`config.mk`:
```
export PLATFORM = sky130hd
export DESIGN_NAME = fdd_cfg
export DESIGN_NICKNAME = d
export VERILOG_FILES = /design/src/design/fdd_pkg.sv /design/src/design/fdd_cfg.sv
export SDC_FILE = /design/constraint.sdc
export NUM_CORES = 1
export LEC_CHECK = 0
export BUFFER_PORTS_ARGS = -buffer_cell sky130_fd_sc_hd__buf_4
export CORE_MARGIN = 5
export CORE_UTILIZATION = 39
export CTS_CLUSTER_DIAMETER = 40
export DETAILED_ROUTE_END_ITERATION = 7
export PLACE_DENSITY = 0.88
export SLEW_MARGIN = 40
export SYNTH_ARGS = -nofsm -noshare
export SYNTH_HDL_FRONTEND = slang
export SYNTH_SLANG_ARGS = --single-unit
```
`constraint.sdc`:
```
create_clock -name i_clk -period 1.2 [get_ports i_clk]
set_input_delay 0.06 -clock i_clk [delete_from_list [all_inputs] [get_ports i_clk]]
set_output_delay 0.06 -clock i_clk [all_outputs]
set_load 0.01 [all_outputs]
```
`src/design/fdd_pkg.sv`:
```
`timescale 1ns / 1ps
// Shared types and constants of the frame change detector.
// No dependencies; fdd_cfg, fdd_outq and frame_diff_dirty_rect import this package.
package fdd_pkg;

    localparam int CFG_DIM_W   = 11;
    localparam int ADDR_W      = 20;
    localparam int PIX_W       = 32;
    localparam int RECT_W      = 10;
    localparam int PADDR_W     = 4;
    localparam int PDATA_W     = 32;
    localparam int OUTQ_DEPTH  = 8;
    localparam int OUTQ_PTR_W  = $clog2(OUTQ_DEPTH);
    localparam int OUTQ_CNT_W  = $clog2(OUTQ_DEPTH + 1);

    localparam logic [CFG_DIM_W-1:0] FRAME_WIDTH_RST  = 11'd1024;
    localparam logic [CFG_DIM_W-1:0] FRAME_HEIGHT_RST = 11'd1024;

    // Register indexes (paddr[3:2])
    localparam logic [1:0] REG_FRAME_WIDTH  = 2'd0;
    localparam logic [1:0] REG_FRAME_HEIGHT = 2'd1;
    localparam logic [1:0] REG_ROTATE_MODE  = 2'd2;

    // Result kinds
    localparam logic RK_PIXEL_WRITE = 1'b0;
    localparam logic RK_DIRTY_RECT  = 1'b1;

    typedef struct packed {
        logic [PIX_W-1:0] pixel_value;
    } t_pixel_in;

    typedef struct packed {
        logic              result_kind;
        logic [ADDR_W-1:0] remote_address;
        logic [PIX_W-1:0]  remote_pixel;
        logic [RECT_W-1:0] rect_min_x;
        logic [RECT_W-1:0] rect_min_y;
        logic [RECT_W-1:0] rect_max_x;
        logic [RECT_W-1:0] rect_max_y;
        logic              run_last;
    } t_result;

    typedef struct packed {
        logic [CFG_DIM_W-1:0] frame_width;
        logic [CFG_DIM_W-1:0] frame_height;
        logic                 rotate_mode;
    } t_cfg;

endpackage

```
`src/design/fdd_cfg.sv`:
```
`timescale 1ns / 1ps
// APB register file: frame width, frame height, rotate mode.
// Depends on fdd_pkg; flags a frame restart on every write to a listed register.
module fdd_cfg (
    input  logic                         i_clk,
    input  logic                         i_rst_n,
    input  logic                         psel,
    input  logic                         penable,
    input  logic                         pwrite,
    input  logic [fdd_pkg::PADDR_W-1:0]  paddr,
    input  logic [fdd_pkg::PDATA_W-1:0]  pwdata,
    output logic [fdd_pkg::PDATA_W-1:0]  prdata,
    output logic                         pready,
    output fdd_pkg::t_cfg                o_cfg,
    output logic                         o_restart
);
    import fdd_pkg::*;

    t_cfg       r_cfg;
    t_cfg       n_cfg;
    logic       w_write;
    logic       w_hit;
    logic [1:0] w_idx;

    assign w_write = psel && penable && pwrite;
    assign w_idx   = paddr[3:2];

    always_comb begin
        n_cfg = r_cfg;
        w_hit = 1'b0;
        unique case (w_idx)
            REG_FRAME_WIDTH: begin
                n_cfg.frame_width = pwdata[CFG_DIM_W-1:0];
                w_hit = 1'b1;
            end
            REG_FRAME_HEIGHT: begin
                n_cfg.frame_height = pwdata[CFG_DIM_W-1:0];
                w_hit = 1'b1;
            end
            REG_ROTATE_MODE: begin
                n_cfg.rotate_mode = pwdata[0];
                w_hit = 1'b1;
            end
            default: begin
                w_hit = 1'b0;
            end
        endcase
    end

    always_ff @(posedge i_clk) begin
        if (!i_rst_n) begin
            r_cfg.frame_width  <= FRAME_WIDTH_RST;
            r_cfg.frame_height <= FRAME_HEIGHT_RST;
            r_cfg.rotate_mode  <= 1'b0;
        end else if (w_write && w_hit) begin
            r_cfg <= n_cfg;
        end
    end

    always_comb begin
        unique case (w_idx)
            REG_FRAME_WIDTH:  prdata = PDATA_W'(r_cfg.frame_width);
            REG_FRAME_HEIGHT: prdata = PDATA_W'(r_cfg.frame_height);
            REG_ROTATE_MODE:  prdata = PDATA_W'(r_cfg.rotate_mode);
            default:          prdata = '0;
        endcase
    end

    assign pready    = 1'b1;
    assign o_cfg     = r_cfg;
    // Same edge as the write: the counters see it before the next pixel.
    assign o_restart = w_write && w_hit;
endmodule

```
-- Yosys cells after proc, flatten, opt, wreduce, memory -nomap -nowiden
Index checks and enable logic that the tools add are counted.
- register bits after elaboration: 23
- input port bits: 41
- output and inout bits: 57
- word-level logic and storage cells: 15
- equality and inequality tests: 2
- mux-type cells: 2
- reduce and logical (&&, ||, !) cells: 8
- operators with widths (kind ; count):
    $pmux 11 s3 ; 1
    $reduce_and 2->1 ; 3
    $logic_and 1x1->1 ; 3
    $reduce_or 3->1 ; 1
    $eq 2x1->1 const B ; 1
    $eq 2x2->1 const B ; 1
    $logic_not 2->1 ; 1
    $mux 1 ; 1

-- Longest topological paths before layout
- depth after elaboration: 5
- gate-level depth with buffers: 4
- gate-level depth less buffers: 3

-- Least setup slack after synthesis
Ideal clock, no wire load.
- path kind: input to register
- from: input paddr[2] (netlist bit)
- to: register r_cfg, in the netlist o_cfg[11]
- arrival time: 0.835 ns
- required time: 1.079 ns
- path slack: 0.244 ns
- stages on the path: 4
- path through: buf_4 -> or3b_4 -> buf_6 -> mux2i_1
- cells in the longest elaborated chain, start to end: 5
- elaborated cells on any way between the ends: 7
- ends and longest elaborated chain (item ; RTL line ; source):
    from (decl) ; fdd_cfg.sv:10 ; input logic [fdd_pkg::PADDR_W-1:0] paddr,
    $eq 2x2->1 (tied with other cells) ; fdd_cfg.sv:31 ; unique case (w_idx)
    $reduce_or 3->1 (no source line) ; n/a ;
    $mux 1 ; fdd_cfg.sv:31 ;
    $logic_and 1x1->1 ; fdd_cfg.sv:55 ; end else if (w_write && w_hit) begin
    $reduce_and 2->1 (no source line) (*) ; n/a ;
    to (signal assigned) ; fdd_cfg.sv:56 ; r_cfg <= n_cfg;
    to (decl) ; fdd_cfg.sv:19 ; t_cfg r_cfg;
Mark *: on every way between the ends. The rest lies on a longest branch, timed or not.
A chain may end at the register's enable or synchronous reset.

-- Worst setup path after layout
- from: register r_cfg, in the netlist o_cfg[12]
- to: output prdata[0] (netlist bit)
- cells in the longest elaborated chain, start to end: 1
- ends and longest elaborated chain (item ; RTL line ; source):
    $pmux 11 s3 ; fdd_cfg.sv:61 ; unique case (w_idx)
    to (decl) ; fdd_cfg.sv:12 ; output logic [fdd_pkg::PDATA_W-1:0] prdata,
Every way passes these cells.

==> qor.yml <==
outcome: "finished, final reports clean"
fin_util: 0.530
arrival_ns: 1.05
syn_area_sq_mm: 0.00125
avgRoutedWirePerCell_um: 12.3
postRouteWirelength_um: 2870
fin_ws_ns: 0.0857
final_cell_mix: "buf_4, mux2i_1, nand2_1, dfxtp_1, conb_1"
place_congestion: 0.654
powerDensity_mw_per_mm2: 831
antenna_found_initial: 0
setup_tns_ns: 0
required_ns: 1.14
fin_crit_ns: 1.11
placed_cells: 229
grt_pass1_vias: 1029
finish.net_count: 232
rsz0062_at_grt: "false"
route.vias.total: 1033
cts-root-buf: "clkbuf_4"
grt_pass1_wl_um: 4570
clock_sinks: 23
path_class: "reg2out"
dpl.hpwl_um: 2190
ir_drop_mv: 0.497
drv_cap: 0
fmax_mhz: 897
dp_slack_ns: 0.118
min_path_type: "in2reg"
cp_max_fo: 3
post-route-period-util: 0.929
antenna_cells: 0
finClkSkew_ns: 0
path_clk_slew_ns: 0.13
start_util: 0.409
grt_max_degree: 35
cts_resized: 0
synth-seq-cells: 23
die_area_sq_mm: 0.00443
avgSynthCellArea_sq_um: 8.85
drt-vias-per-instance: 4.41
synth_cell_types: 17
critPathCaptureType: "primary output"
yosysSeqAreaShare: 0.369
antenna_left: 0
total_power_mw: 1.34
grt_usage: 0.133
drive_gt1_frac: 0.326
htreeDepth: 1
largest_reg_flops: 23
final-setup-viol-count: 0
p_leak_nw: 0.827
r2r_cells: 2
final_common_cell: "buf_4"
cts_buffer_depth: 2
num_rows: 20
final_cells: 234
portBuffers: 52
clkLatencyLatePin_ns: 0.31
die_y_um: 66.6
area_delta_synth_final_pct: 29.7
syn_inst: 141
gr-total-overflow: 0
numCtsBuffers: 3
fp.coreArea_sq_mm: 0.00305
firstDrtPassIters: 3
cts_tree: "yes"
drt_iter0_drc: 38
die_w_um: 66.6
min_path_cells: 3
cp-start-kind: "flip-flop"
yosysWarnings: 0
io_pins: 98
finalHoldViolations: 0
slew_viol_final: 0
drc: 0
## routing by layer
layer | vias to the layer above | global-route usage | routed length (um)
li1 | 513 | - | -
met1 | 476 | 0.154 | 1170
met2 | 42 | 0.233 | 1410
met3 | 2 | 0.0405 | 275
met4 | 0 | 0.0381 | 12
met5 | - | 0 | 0
## area by class of cell
type	instances	area, sq um
Clock buffer	3	22.5
Clock inverter	1	5.00
Fill cell	305	1440
Multi-Input combinational cell	107	652
Sequential cell	23	460
Tap cell	44	55.1
Timing Repair Buffer	56	423
## cell usage after synthesis
library cell  number  area, sq um
nor2b_1            3         18.8
nor3b_1            1         7.51
nand2_1           31          116
buf_2              1         5.00
buf_4             24          180
conb_1             2         7.51
nor2_1            10         37.5
mux2i_1           34          340
nor3_1             1         5.00
nand3b_1           1         7.51
buf_6              1         11.3
o21ai_0            1         5.00
dfxtp_1           23          460
a21oi_1            1         5.00
or3b_4             1         11.3
clkbuf_1           5         18.8
nand3_2            1         10.0
## worst max-delay path, stage by stage (launching register included)
cell and delay (ns):
dfxtp_1 0.38, mux2i_1 0.08, o21ai_0 0.15, buf_4 0.14
## power breakdown
group,switching [mW],internal (mW),total (mW)
Combinational,0.115,0.0888,0.204
Sequential,0.00754,0.774,0.781
Clock,0.235,0.124,0.360
## logic make-up (layout without fill, tap and decap cells)
kind of cell / count (synthesis) / in the layout / share of synthesized area
and+or+nand+nor: 49 / 49 / 0.172
muxes: 34 / 34 / 0.273
buffers and inverters: 31 / 60 / 0.173
DFF: 23 / 23 / 0.369
other: 2 / 22 / 0.00602
AOI/OAI and AO/OA: 2 / 2 / 0.00802
## final timing paths
kind                   start  slack, ns         to
hold reg to reg    o_cfg[10]       0.49  o_cfg[10]
setup / recovery   o_cfg[12]       0.09  prdata[0]
hold / removal    pwdata[10]      0.007  o_cfg[22]
setup reg to reg    o_cfg[9]       0.56   o_cfg[9]
## per-stage QoR
stage / area, sq um / hold WS (ns)
2_1_floorplan: 1320 / 0.197
3_3_place_gp: 1580 / 0.323
3_5_place_dp: 1580 / 0.336
4_1_cts: 1620 / 0.00101
5_1_grt: 1620 / 0.00778
6_report: 1620 / 0.00688
## repair_timing
item | CTS | global route
hold buffers | 1 | 0
hold endpoints to repair | 1 | 0
buffers inserted | 0 | 0
No activity file was read; power rests on OpenSTA's default activity.
