## src/design/fdd_pkg.sv

```systemverilog
`timescale 1ns / 1ps
// Shared types and constants of the frame change detector.
// No dependencies; fdd_cfg, fdd_outq and frame_diff_dirty_rect import this package.
package fdd_pkg;

    localparam int CFG_DIM_W   = 11;
    localparam int ADDR_W      = 20;
    localparam int PIX_W       = 32;
    localparam int RECT_W      = 10;
    localparam int PADDR_W     = 4;
    localparam int PDATA_W     = 32;
    localparam int OUTQ_DEPTH  = 8;
    localparam int OUTQ_PTR_W  = $clog2(OUTQ_DEPTH);
    localparam int OUTQ_CNT_W  = $clog2(OUTQ_DEPTH + 1);

    localparam logic [CFG_DIM_W-1:0] FRAME_WIDTH_RST  = 11'd1024;
    localparam logic [CFG_DIM_W-1:0] FRAME_HEIGHT_RST = 11'd1024;

    // Register indexes (paddr[3:2])
    localparam logic [1:0] REG_FRAME_WIDTH  = 2'd0;
    localparam logic [1:0] REG_FRAME_HEIGHT = 2'd1;
    localparam logic [1:0] REG_ROTATE_MODE  = 2'd2;

    // Result kinds
    localparam logic RK_PIXEL_WRITE = 1'b0;
    localparam logic RK_DIRTY_RECT  = 1'b1;

    typedef struct packed {
        logic [PIX_W-1:0] pixel_value;
    } t_pixel_in;

    typedef struct packed {
        logic              result_kind;
        logic [ADDR_W-1:0] remote_address;
        logic [PIX_W-1:0]  remote_pixel;
        logic [RECT_W-1:0] rect_min_x;
        logic [RECT_W-1:0] rect_min_y;
        logic [RECT_W-1:0] rect_max_x;
        logic [RECT_W-1:0] rect_max_y;
        logic              run_last;
    } t_result;

    typedef struct packed {
        logic [CFG_DIM_W-1:0] frame_width;
        logic [CFG_DIM_W-1:0] frame_height;
        logic                 rotate_mode;
    } t_cfg;

endpackage

```

## src/design/fdd_stream_if.sv

```systemverilog
`timescale 1ns / 1ps
// Valid/ready stream channel with a typed payload.
// Used for the pixel input and the result output of the detector.
interface fdd_stream_if #(
    parameter type T = logic
) ();
    logic valid;
    logic ready;
    T     payload;

    modport source (output valid, output payload, input ready);
    modport sink   (input valid, input payload, output ready);
endinterface

```

## src/design/fdd_outq.sv

```systemverilog
`timescale 1ns / 1ps
// Result queue: takes up to two results a cycle, hands out one per request.
// Depends on fdd_pkg and fdd_stream_if.
module fdd_outq (
    input  logic                           i_clk,
    input  logic                           i_rst_n,
    input  logic                           i_push_a,
    input  fdd_pkg::t_result               i_data_a,
    input  logic                           i_push_b,
    input  fdd_pkg::t_result               i_data_b,
    fdd_stream_if.source                   o_res,
    output logic [fdd_pkg::OUTQ_CNT_W-1:0] o_count
);
    import fdd_pkg::*;

    t_result               r_q [OUTQ_DEPTH];
    logic [OUTQ_PTR_W-1:0] r_wp;
    logic [OUTQ_PTR_W-1:0] r_rp;
    logic [OUTQ_CNT_W-1:0] r_count;
    logic [OUTQ_PTR_W-1:0] n_wp;
    logic [OUTQ_CNT_W-1:0] n_count;
    logic                  w_pop;

    assign o_res.valid   = (r_count != '0);
    assign o_res.payload = r_q[r_rp];
    assign w_pop         = o_res.valid && o_res.ready;
    assign o_count       = r_count;

    assign n_wp    = r_wp + OUTQ_PTR_W'(i_push_a) + OUTQ_PTR_W'(i_push_b);
    assign n_count = r_count + OUTQ_CNT_W'(i_push_a) + OUTQ_CNT_W'(i_push_b)
                   - OUTQ_CNT_W'(w_pop);

    always_ff @(posedge i_clk) begin
        if (i_push_a) begin
            r_q[r_wp] <= i_data_a;
        end
        if (i_push_b) begin
            r_q[r_wp + OUTQ_PTR_W'(1)] <= i_data_b;
        end
    end

    always_ff @(posedge i_clk) begin
        if (!i_rst_n) begin
            r_wp    <= '0;
            r_rp    <= '0;
            r_count <= '0;
        end else begin
            r_wp    <= n_wp;
            r_count <= n_count;
            if (w_pop) begin
                r_rp <= r_rp + OUTQ_PTR_W'(1);
            end
        end
    end
endmodule

```

## src/flat_wrapper.sv

```systemverilog
// flat-port wrapper written by rule: the top's interface ports become plain ports
module fdd_outq_flat import fdd_pkg::*;
  (i_clk, i_rst_n, i_push_a, i_data_a, i_push_b, i_data_b, o_count, o_res_valid, o_res_payload, o_res_ready);
  fdd_stream_if o_res_i ();
  input  logic i_clk;
  input  logic i_rst_n;
  input  logic i_push_a;
  input  fdd_pkg::t_result i_data_a;
  input  logic i_push_b;
  input  fdd_pkg::t_result i_data_b;
  output logic [fdd_pkg::OUTQ_CNT_W-1:0] o_count;
  output wire logic [$bits(o_res_i.valid)-1:0] o_res_valid;
  output wire logic [$bits(o_res_i.payload)-1:0] o_res_payload;
  input wire logic [$bits(o_res_i.ready)-1:0] o_res_ready;
  assign o_res_valid = o_res_i.valid;
  assign o_res_payload = o_res_i.payload;
  assign o_res_i.ready = o_res_ready;
  fdd_outq u_core (.i_clk(i_clk), .i_rst_n(i_rst_n), .i_push_a(i_push_a), .i_data_a(i_data_a), .i_push_b(i_push_b), .i_data_b(i_data_b), .o_res(o_res_i), .o_count(o_count));
endmodule
```

## config.mk

```make
export PLATFORM = sky130hd
export DESIGN_NAME = fdd_outq_flat
export DESIGN_NICKNAME = d
export VERILOG_FILES = /design/src/design/fdd_pkg.sv /design/src/design/fdd_stream_if.sv /design/src/design/fdd_outq.sv /design/src/flat_wrapper.sv
export SDC_FILE = /design/constraint.sdc
export NUM_CORES = 1
export LEC_CHECK = 0
export CELL_PAD_IN_SITES_DETAIL_PLACEMENT = 1
export CELL_PAD_IN_SITES_GLOBAL_PLACEMENT = 2
export CORE_AREA = 2 2 77 79
export CTS_CLUSTER_SIZE = 12
export DETAILED_ROUTE_END_ITERATION = 8
export DIE_AREA = 0 0 79 81
export DONT_BUFFER_PORTS = 1
export PLACE_DENSITY = 0.62
export SYNTH_ARGS = -nofsm -noshare
export SYNTH_HDL_FRONTEND = slang
export SYNTH_SLANG_ARGS = --single-unit
```

## constraint.sdc

```tcl
create_clock -name i_clk -period 5.8 [get_ports i_clk]
set_input_delay 0.87 -clock i_clk [delete_from_list [all_inputs] [get_ports i_clk]]
set_output_delay 0.87 -clock i_clk [all_outputs]
set_load 0.03 [all_outputs]
```

==> Word level (Yosys, flattened, before mapping) <==
Memories as Yosys holds them, arrays and structs flattened. A register that Yosys moved wholly into a read port is not among the register bits.
Cells that the tools add are included.
{ "totals": {"elab_cells": 19, "memories": 1, "register_bits": 10, "mem_bits_rw": 752} }
{ "classes": {"reduce_logical": 2, "add_sub_neg": 7, "mux": 6} }
{ "mem_list": {"columns": ["memory", "words", "width", "rd", "rd_clocked_by_memory_dff", "write_ports", "line_no", "source"], "rows": [
  ["u_core.r_q", 8, 94, 1, 1, 2, "fdd_outq.sv:16", "t_result r_q [OUTQ_DEPTH];"]
]} }
{ "ops": {"columns": ["op", "count"], "rows": [
  ["$add A4 B1 Y4", 2],
  ["$add A3 B1 Y3", 2],
  ["$add A3 B1 Y3 const B", 2],
  ["$mux W3", 2],
  ["$mux W1", 4],
  ["$reduce_bool A4 Y1", 1],
  ["$sub A4 B1 Y4", 1],
  ["$logic_and A1 B1 Y1", 1]
]} }

==> Logic depth before layout (Yosys ltp) <==
{ "logic_depth": {"word_depth": 4, "depth_mapped": 10, "depth_no_buf": 9} }

==> Least setup slack after synthesis <==
No wires, ideal clock.
{ "synth_path": {"path_kind": "reg-to-reg", "from": "register u_core.r_count[2], in the netlist u_core.o_count[2]", "to": "register u_core.r_count[2], in the netlist u_core.o_count[2]", "required_ns": 5.685, "setup_ns": 0.115, "n_path_buf": 1, "setup_slack_ns": 2.994, "path_stages_with_launch": 11, "arrival_ns": 2.691, "cell_sequence": "dfxtp_1 -> inv_1 -> ha_1 -> or3b_1 -> clkbuf_1 -> nand2_2 -> xnor2_1 -> fa_1 -> fa_1 -> xor2_1 -> and2_1"} }
{ "synth_between": {"elab_chain_len": 3, "elab_cells_between_ends": 5} }
{ "synth_lines": {"columns": ["element", "line_no", "source"], "rows": [
  ["start: declaration", "fdd_outq.sv:19", "logic [OUTQ_CNT_W-1:0] r_count;"],
  ["start signal: assignment", "fdd_outq.sv:49", "r_count <= n_count;"],
  ["$reduce_bool A4 Y1", "fdd_outq.sv:24", "assign o_res.valid = (r_count != '0);"],
  ["via o_res_valid", "flat_wrapper.sv:12", "output wire logic [$bits(o_res_i.valid)-1:0] o_res_valid;"],
  ["$logic_and A1 B1 Y1", "fdd_outq.sv:26", "assign w_pop = o_res.valid && o_res.ready;"],
  ["$sub A4 B1 Y4", "fdd_outq.sv:31", "- OUTQ_CNT_W'(w_pop);"]
]} }
The timed path passes the listed nets, and every way through them passes these cells.
A chain may end at the register's enable or synchronous reset.

==> Worst setup path after layout <==
Same ends and word-level chain as after synthesis.

==> metrics <==
IO buf count 0; EDFF count, synth 8; final period utilization 49.3%; DRT Pass-1 Iters 2; io pins 199; worst hold path depth 2; drt via density 4.26; CTS clk-pin slew, worst paths 0.08 ns; Hold WC Path Type register to register; Crit Path Max Fanout 5; DRT iter0 DRCs 14; Net Switching 0.000193 W; VDD IR max 0.208 mV; number of remaining DRC errors 0; P_int 0.000313 W; register-to-register setup slack 2.94 ns; worst path arrival time 3.02 ns; GRT overflow 0; Flop pwr share 45.8%; Via Count 788; Synth-to-Final Area Change 9.45%; number of setup buffers added after CTS 0; final instance area 0.00135 sq mm; Worst setup SP type register; slowest stage delay, CP 0.52 ns; sequential cell area fraction in the yosys report 40.7%; Die Area 0.00640 sq mm; Final #Nets 313; Netlist cell types 36; Ant. Diodes 0; crit end category register; Post-CTS Resized 0; reg2reg path depth 9; Mapped Cells 110; WHS 0.504 ns; Pwr Density 375 mW/mm^2; Die Y 81 um; combinational power share 34.9%; Syn. warnings 0; Primary FF master, synth dfxtp_1; post-DP HPWL 2050 um; Tmin final 2.86 ns; FMAX 350 MHz; Switching Fraction 38.1%; Die X 79 um; WP data required 5.96 ns; clk_skew 0.00489 ns; number of H-tree levels 1; CTS Buffer Depth 2; Critical Path, Cell by Cell inv_1 > ha_1 > or3b_1 > nand2_2 > xnor2_1 > fa_1 > fa_1 > xor2_1 > and2_1; FP Rows 28; Inst Count DP 181; Post-Syn Nets 312; total track usage 9.01%; WL final 2550 um; share of layout cells above drive strength 1 19.1%; Root Driver clkbuf_8; vias in the first global route 893; Slew headroom 71.3%; RSZ-0062 raised after global routing no; number of synthesized register bits 21; Pleak 0.542 nW; status finished, final reports clean; Most common cell on crit path fa_1; largest net degree at the start of global routing 15; first-pass GRT wire length 4400 um; gpl congestion 0.711; Async S/R FF share, synth 0%; syn_area_per_cell 11.2 sq um; Tot Pwr 0.000506 W; area post-placement 0.00130 sq mm; Clk Latency, worst-skew pair 0.26 ns; Cell Area, Synth 0.00123 sq mm; Least-Margin Pin Slew 0.430 ns; Placeable Area 0.00568 sq mm; number of buffers created by CTS 3; CP max stage cell dfxtp_1; Slew Limit Fails 0; Final Hold Viols 0; hold buffer count at cts 0; CTS tree done; final non-filler cell total 185; CTS sink cnt 21; Detail Route Antenna Nets 0; initial core utilization 21.7%; clock share of power 19.3%; Final Setup Violations 0; antenna violations before repair 0; maxcap violations 0; drt wl/cell 13.8 um; Setup TNS 0 ns; critical path class register to register
-- per-stage QoR --
| stage | setup WS, ns | util, % |
|---|---|---|
| final | 2.94 | 23.7 |
| after global routing | 2.80 | 23.7 |
| after CTS | 2.91 | 23.7 |
| after detailed placement | 2.94 | 22.9 |
| after global placement | 2.96 | 22.9 |
| after floorplan | 2.99 | - |
-- worst max-delay path: cells and delay by family, from the launching register on --
family / cells / cell delay [ns]
xor gates and xnor gates: 2 / 0.33
buffers and inverters: 1 / 0.13
adders and majority gates: 3 / 1.02
DFF: 1 / 0.52
and+or+nand+nor: 3 / 0.77
-- power groups by stage --
| stage | clock [W] | sequential (W) | combinational, W |
|---|---|---|---|
| 2_1_floorplan | 0 | 0.000222 | 0.000158 |
| 3_3_place_gp | 0 | 0.000234 | 0.000172 |
| 3_5_place_dp | 0 | 0.000236 | 0.000178 |
| 4_1_cts | 0.000102 | 0.000232 | 0.000180 |
| 5_1_grt | 0.000108 | 0.000236 | 0.000203 |
| 6_report | 0.0000976 | 0.000231 | 0.000177 |
-- layout by cell type, fill, tap and decap left out, types with 2 or more instances in the layout --
cell      synthesis  routed
dfxtp_1          13      13
nand2_1          11      11
inv_1             8       8
mux2_2            8       8
edfxtp_1          8       8
mux2i_1           7       7
ha_1              6       6
nor2_1            5       5
and2_1            5       5
nand3_1           3       3
nand2b_1          3       3
fa_1              3       3
clkbuf_8          0       3
nor3_2            2       2
o22ai_1           2       2
mux4_2            2       2
a41o_1            2       2
xor2_1            2       2
-- cell type report --
type | instances | area (sq um)
multi-input cells | 77 | 677
clock buffers | 3 | 41.3
fillers | 665 | 4330
well taps | 75 | 93.8
flip-flops and latches | 21 | 500
inverters | 8 | 30.0
clock inverters | 1 | 5.00
-- worst paths after layout --
kind                                        start           endpoint
worst max-delay path            u_core.o_count[2]  u_core.o_count[2]
worst min-delay path               u_core.r_rp[2]     u_core.r_rp[2]
worst max register to register  u_core.o_count[2]  u_core.o_count[2]
worst min register to register     u_core.r_rp[2]     u_core.r_rp[2]
-- kinds of logic after synthesis --
| group | count (synthesis) | share of synthesized area, % |
|---|---|---|
| DFF | 21 | 40.7 |
| muxes | 18 | 17.9 |
| AOI/OAI and AO/OA | 10 | 6.00 |
| xor gates and xnor gates | 5 | 4.78 |
| adders and majority gates | 9 | 11.0 |
| buffers and inverters | 12 | 4.37 |
| and+or+nand+nor | 35 | 15.3 |
-- metal layers --
| metal | track usage, % | vias up | routed length (um) |
|---|---|---|---|
| met2 | 15.5 | 8 | 1300 |
| met1 | 9.86 | 390 | 1070 |
| met3 | 2.44 | 2 | 138 |
| met4 | 5.69 | 0 | 40 |
| li1 | - | 388 | - |
| met5 | 0 | - | 0 |
-- synth_stat cells (2+ instances only) --
master / instances / area (sq um)
a41o_1: 2 / 20.0
and2_1: 5 / 31.3
clkbuf_1: 2 / 7.51
dfxtp_1: 13 / 260
edfxtp_1: 8 / 240
fa_1: 3 / 60.1
ha_1: 6 / 75.1
inv_1: 8 / 30.0
mux2_2: 8 / 90.1
mux2i_1: 7 / 70.1
mux4_2: 2 / 45.0
nand2_1: 11 / 41.3
nand2b_1: 3 / 18.8
nand3_1: 3 / 15.0
nor2_1: 5 / 18.8
nor3_2: 2 / 20.0
o22ai_1: 2 / 12.5
xor2_1: 2 / 17.5
Power figures use the tool's default switching activity.
